## config.mk

```make
export PLATFORM = sky130hd
export DESIGN_NAME = mbd_stencil_unit
export DESIGN_NICKNAME = d
export VERILOG_FILES = /design/src/mbd_pkg.sv /design/src/mbd_stencil_unit.sv
export SDC_FILE = /design/constraint.sdc
export NUM_CORES = 1
export LEC_CHECK = 0
export BUFFER_PORTS_ARGS = -buffer_cell sky130_fd_sc_hd__buf_2
export CAP_MARGIN = 20
export CORE_ASPECT_RATIO = 0.7
export CORE_MARGIN = 2
export CORE_UTILIZATION = 30
export DETAILED_ROUTE_END_ITERATION = 10
export GPL_ROUTABILITY_DRIVEN = 0
export SKIP_CTS_REPAIR_TIMING = 1
export SLEW_MARGIN = 20
export SYNTH_ARGS = -nofsm -noshare
export SYNTH_HDL_FRONTEND = slang
export SYNTH_SLANG_ARGS = --single-unit
```

## constraint.sdc

```tcl
create_clock -name aclk -period 8.8 [get_ports aclk]
set_input_delay 0 -clock aclk [delete_from_list [all_inputs] [get_ports aclk]]
set_output_delay 0 -clock aclk [all_outputs]
set_load 0.1 [all_outputs]
```

## src/mbd_pkg.sv

```systemverilog
// ----------------------------------------------------------------------------
// mbd_pkg: shared constants for the moving-boundary diffusion column
// Field widths, fixed-point format and the default column depth.
// ----------------------------------------------------------------------------
package mbd_pkg;

    localparam int CELLS_DEFAULT = 128;

    localparam int DATA_W  = 24;   // Q8.16 concentration and level
    localparam int FRAC_W  = 16;   // fraction bits of every Q format
    localparam int R_W     = 16;   // diffusion number, Q0.16
    localparam int DROP_W  = 24;   // level drop, Q8.16
    localparam int CIDX_W  = 7;    // cell index of a read word
    localparam int LVLO_W  = 8;    // surface index in the result word

    localparam int S_TDATA_W = 48;
    localparam int M_TDATA_W = 32;

    localparam logic [DATA_W-1:0] ONE_Q16  = 24'h010000;
    localparam logic [DATA_W-1:0] MAX_CELL = 24'hFFFFFF;

    // Input word kinds carried on s_tuser.
    localparam logic KIND_STEP = 1'b0;
    localparam logic KIND_READ = 1'b1;

endpackage

```

## src/mbd_stencil_unit.sv

```systemverilog
// ----------------------------------------------------------------------------
// mbd_stencil_unit: shared scaling unit of the stencil
// Multiplies a signed second difference by the diffusion number and rounds
// the product to Q8.16, ties away from zero.
// ----------------------------------------------------------------------------
module mbd_stencil_unit #(
    parameter int DELTA_W = 37,
    parameter int TERM_W  = DELTA_W + 2
) (
    input  logic                           aclk,
    input  logic                           en,
    input  logic signed [DELTA_W-1:0]      delta,
    input  logic        [mbd_pkg::R_W-1:0] r,
    output logic signed [TERM_W-1:0]       term
);

    localparam int PROD_W = DELTA_W + mbd_pkg::R_W;

    logic [DELTA_W-1:0]  mag;
    logic [PROD_W-1:0]   prod_reg;
    logic                neg_reg;
    logic [PROD_W:0]     rounded;
    logic [TERM_W-2:0]   scaled;

    assign mag = delta[DELTA_W-1] ? DELTA_W'(-delta) : DELTA_W'(delta);

    always_ff @(posedge aclk) begin
        if (en) begin
            prod_reg <= PROD_W'(mag) * PROD_W'(r);
            neg_reg  <= delta[DELTA_W-1];
        end
    end

    // Round the magnitude, then put the sign back.
    assign rounded = (PROD_W+1)'(prod_reg) + (PROD_W+1)'(1 << (mbd_pkg::FRAC_W - 1));
    assign scaled  = rounded[PROD_W:mbd_pkg::FRAC_W];
    assign term    = neg_reg ? -$signed({1'b0, scaled}) : $signed({1'b0, scaled});

endmodule

```

==> run summary <==
When the netlist entered floorplanning its net count stood at 3166. The capturing instance or port of the critical path is prod_reg[50]. Transition time at the pin with the least slew margin: 1060 ps. Commonest register cell after synthesis: sky130_fd_sc_hd__edfxtp_1. At the end of the flow, the number of nets in the layout was 3283. For this design, the slowest cell found on the critical path is sky130_fd_sc_hd__fa_1.

The number of hold violations in the final report came out at 0. The die covers 0.0747 mm². The number of clock buffers added by TritonCTS is 5.

Detailed routing inserted a total of 16442 vias. The critical path in this run is classified as in2reg. A synthesized cell averages 8.70 µm². The top cell type by area accounts for 44.8% of the synthesized area. CTS built an H-tree with a depth of 2.

The maximum fanout count along the critical path was 6. The total count of max-transition violations in the final report is 0. The number of setup violations in the final report came out at 0.

For this run the aggregate overflow at the end of global routing stands at 0. Sequential elements use 5.38% of the synthesized area. The first detailed-routing pass took 9 iterations.

The largest incremental delay on the critical path works out to 560 ps. Leaving out fill and tap cells, the most frequent cells in the layout are 541 x sky130_fd_sc_hd__inv_1, 487 x sky130_fd_sc_hd__fa_1, 426 x sky130_fd_sc_hd__nand2_1. In the synthesized netlist, the number of instances is 2499.

The initial utilization of the core area, before any placement, comes to 30.4%. The first global-routing pass estimated 97500 µm of wire. The post-route netlist has 10.9% of its cells at a drive strength greater than 1. Worst hold-check path type: in2reg. The data arrival time of the critical path came out at 8510 ps.

Measured along the y axis, the die boundary spans 229 µm. The largest buffer count on any clock path was 2. Buffers placed on the I/O ports in this run total 93. The run gives 13 as the number of antenna violations at the first check in global routing. Kind of end point of the critical path: a flip-flop. After synthesis the netlist holds a flip-flop and latch count of 39.

In the routed design, unresolved DRC markers number 0. The number of enable-type register cells in the synthesized netlist is 39, and the pin count of the biggest net entering global routing is 40. The layout overhead on the synthesized area was 11.8%.

Timing startpoint of the critical path: delta[0]. In this run, placement finished with an instance count of 3571. Number of nets still failing antenna checks after routing: 0. In this run the cell area of the synthesized design comes to 0.0217 mm². The required time of the critical path came out at 8830 ps. Dividing the detail-routed wire length by the instance count gives 16.8 µm. The tools report the number of placement rows as 82. For the number of violations of the max-capacitance limit, the log shows 0. The logs give 29.3% for the headroom to the max-slew limit and 127 ps for the final-layout worst hold slack. Counting distinct cell types in the post-synthesis netlist gives 68.

The register with the most flip-flops in the layout has 38 of them. For the number of global-route vias before repair, the log shows 17098. The tools report the buffer type at the clock tree root as sky130_fd_sc_hd__clkbuf_16. TritonCTS built the clock tree. The flow ran to the end, and the final reports show no timing, DRC or antenna violations. STA classifies the critical path startpoint as an input pin. The timing-limited maximum frequency is 0.118 GHz, and the detailed placement HPWL is 51100 µm. The detailed router finished its first iteration with 1066 violations.

Setup repair after global routing could not meet its margin everywhere. Leading area contributor after synthesis: sky130_fd_sc_hd__fa_1. In this run the horizontal extent of the chip is 326 µm. The tree built by TritonCTS fans out to 39 sinks. In the final timing run, aggregate negative setup slack is 0 ps. Among the stages of the critical path, the cell type that occurs most often is sky130_fd_sc_hd__fa_1.

The placeable core region was 0.0716 mm². The logs give 0 for the warning count from the yosys run and 33.9% for the utilization after layout. Sorting the synthesized cells by area gives the leading types as sky130_fd_sc_hd__fa_1 45%, sky130_fd_sc_hd__inv_1 9.3%, sky130_fd_sc_hd__nand2_1 7.4%, sky130_fd_sc_hd__ha_1 7.2%, sky130_fd_sc_hd__and2_1 6.4%.

Final non-filler cell total: 3589. During I/O placement, the number of pins put on the boundary was 94. In the routed layout, each cell is associated on average with a via count of 4.58. Summed over all layers, the routed wires come to 60200 µm.

Global routing consumed, over all layers together, 16.4% of the routing resources. The smallest clock period supported by the final layout is computed as 8480 ps. Leaving out fill and tap cells, the most frequent cell in the layout is sky130_fd_sc_hd__inv_1.

The share of synthesized flip-flops with an asynchronous set or reset is 0%, and the portion of the clock cycle consumed by the worst path in the final layout is 96.3%. After clock tree synthesis, the clock-pin slew on the worst setup and hold paths is 60 ps.
[worst max-delay path, delay by kind of cell]
family / cells / cell delay, ps
compound gates: 7 / 1500
fa+ha+maj: 8 / 3610
simple gates: 7 / 2480
xor+xnor: 2 / 370
buf+inv: 6 / 530
[cells in the mapped netlist, types with 3 or more instances]
library cell / instances
sky130_fd_sc_hd__a211o_1: 4
sky130_fd_sc_hd__a211oi_1: 3
sky130_fd_sc_hd__a21o_1: 16
sky130_fd_sc_hd__a21oi_1: 38
sky130_fd_sc_hd__a31o_2: 5
sky130_fd_sc_hd__a31oi_1: 5
sky130_fd_sc_hd__and2_1: 222
sky130_fd_sc_hd__and3_1: 6
sky130_fd_sc_hd__and4_1: 6
sky130_fd_sc_hd__buf_1: 8
sky130_fd_sc_hd__buf_2: 5
sky130_fd_sc_hd__clkbuf_1: 108
sky130_fd_sc_hd__edfxtp_1: 39
sky130_fd_sc_hd__fa_1: 487
sky130_fd_sc_hd__ha_1: 125
sky130_fd_sc_hd__inv_1: 541
sky130_fd_sc_hd__mux2_2: 3
sky130_fd_sc_hd__mux2i_1: 4
sky130_fd_sc_hd__nand2_1: 426
sky130_fd_sc_hd__nand2b_1: 7
sky130_fd_sc_hd__nand3_1: 29
sky130_fd_sc_hd__nand4_1: 24
sky130_fd_sc_hd__nor2_1: 38
sky130_fd_sc_hd__nor2b_1: 14
sky130_fd_sc_hd__nor3_1: 18
sky130_fd_sc_hd__nor4_1: 7
sky130_fd_sc_hd__o211ai_1: 7
sky130_fd_sc_hd__o21a_1: 7
sky130_fd_sc_hd__o21ai_0: 54
sky130_fd_sc_hd__o21bai_1: 12
sky130_fd_sc_hd__o22ai_1: 3
sky130_fd_sc_hd__o31ai_1: 14
sky130_fd_sc_hd__o41ai_1: 7
sky130_fd_sc_hd__or2_2: 4
sky130_fd_sc_hd__or3_1: 11
sky130_fd_sc_hd__or4_1: 7
sky130_fd_sc_hd__or4_4: 3
sky130_fd_sc_hd__xnor2_1: 98
sky130_fd_sc_hd__xor2_1: 51
[logic make-up (layout without fill, tap and decap cells)]
group	after synthesis	after routing	synth area share, %
AOI/OAI and AO/OA	194	194	6.01
muxes	7	7	0.339
buffers and inverters	665	783	11.6
and+or+nand+nor	833	833	18.7
DFF	39	39	5.38
xor gates and xnor gates	149	149	6.00
other	0	6	0
adders and majority gates	612	612	52.0
[area by class of cell]
cell class / instances / area, µm²
fill: 7587 / 47300
multi-input combinational: 1795 / 18200
inverter: 542 / 2030
timing repair buffer: 233 / 1520
tap: 966 / 1210
sequential: 39 / 1170
clock buffer: 5 / 125
clock inverter: 3 / 43.8
antenna: 6 / 15.0
[layer usage]
metal	up-vias	track usage (%)	share of wire, %
li1	7730	-	-
met4	10	1.68	0.83
met5	-	0	0.12
met3	36	4.99	10
met2	550	22.2	38
met1	8116	26.0	51
[per-stage QoR]
step | worst slack [ps] | cell area (µm²)
floorplan | 145 | 21800
detailed placement | -303 | 24000
global placement | -115 | 24000
CTS | -25.1 | 24100
finish | 322 | 24300
global route | -7.30 | 24300
[how the worst min path moves through the flow]
| stage | from | endpoint | slack (ps) | cells past startpoint |
|---|---|---|---|---|
| floorplan | delta[36] | neg_reg | 100 | 0 |
| global placement | delta[36] | neg_reg | 430 | 1 |
| detailed placement | delta[36] | neg_reg | 420 | 1 |
| CTS | delta[36] | neg_reg | 130 | 1 |
| global route | delta[36] | neg_reg | 130 | 1 |
| finish | delta[36] | neg_reg | 130 | 1 |
Power is left out: the tool's default activity adds up to more than one toggle a clock period on the data nets, which glitch-free logic cannot reach.
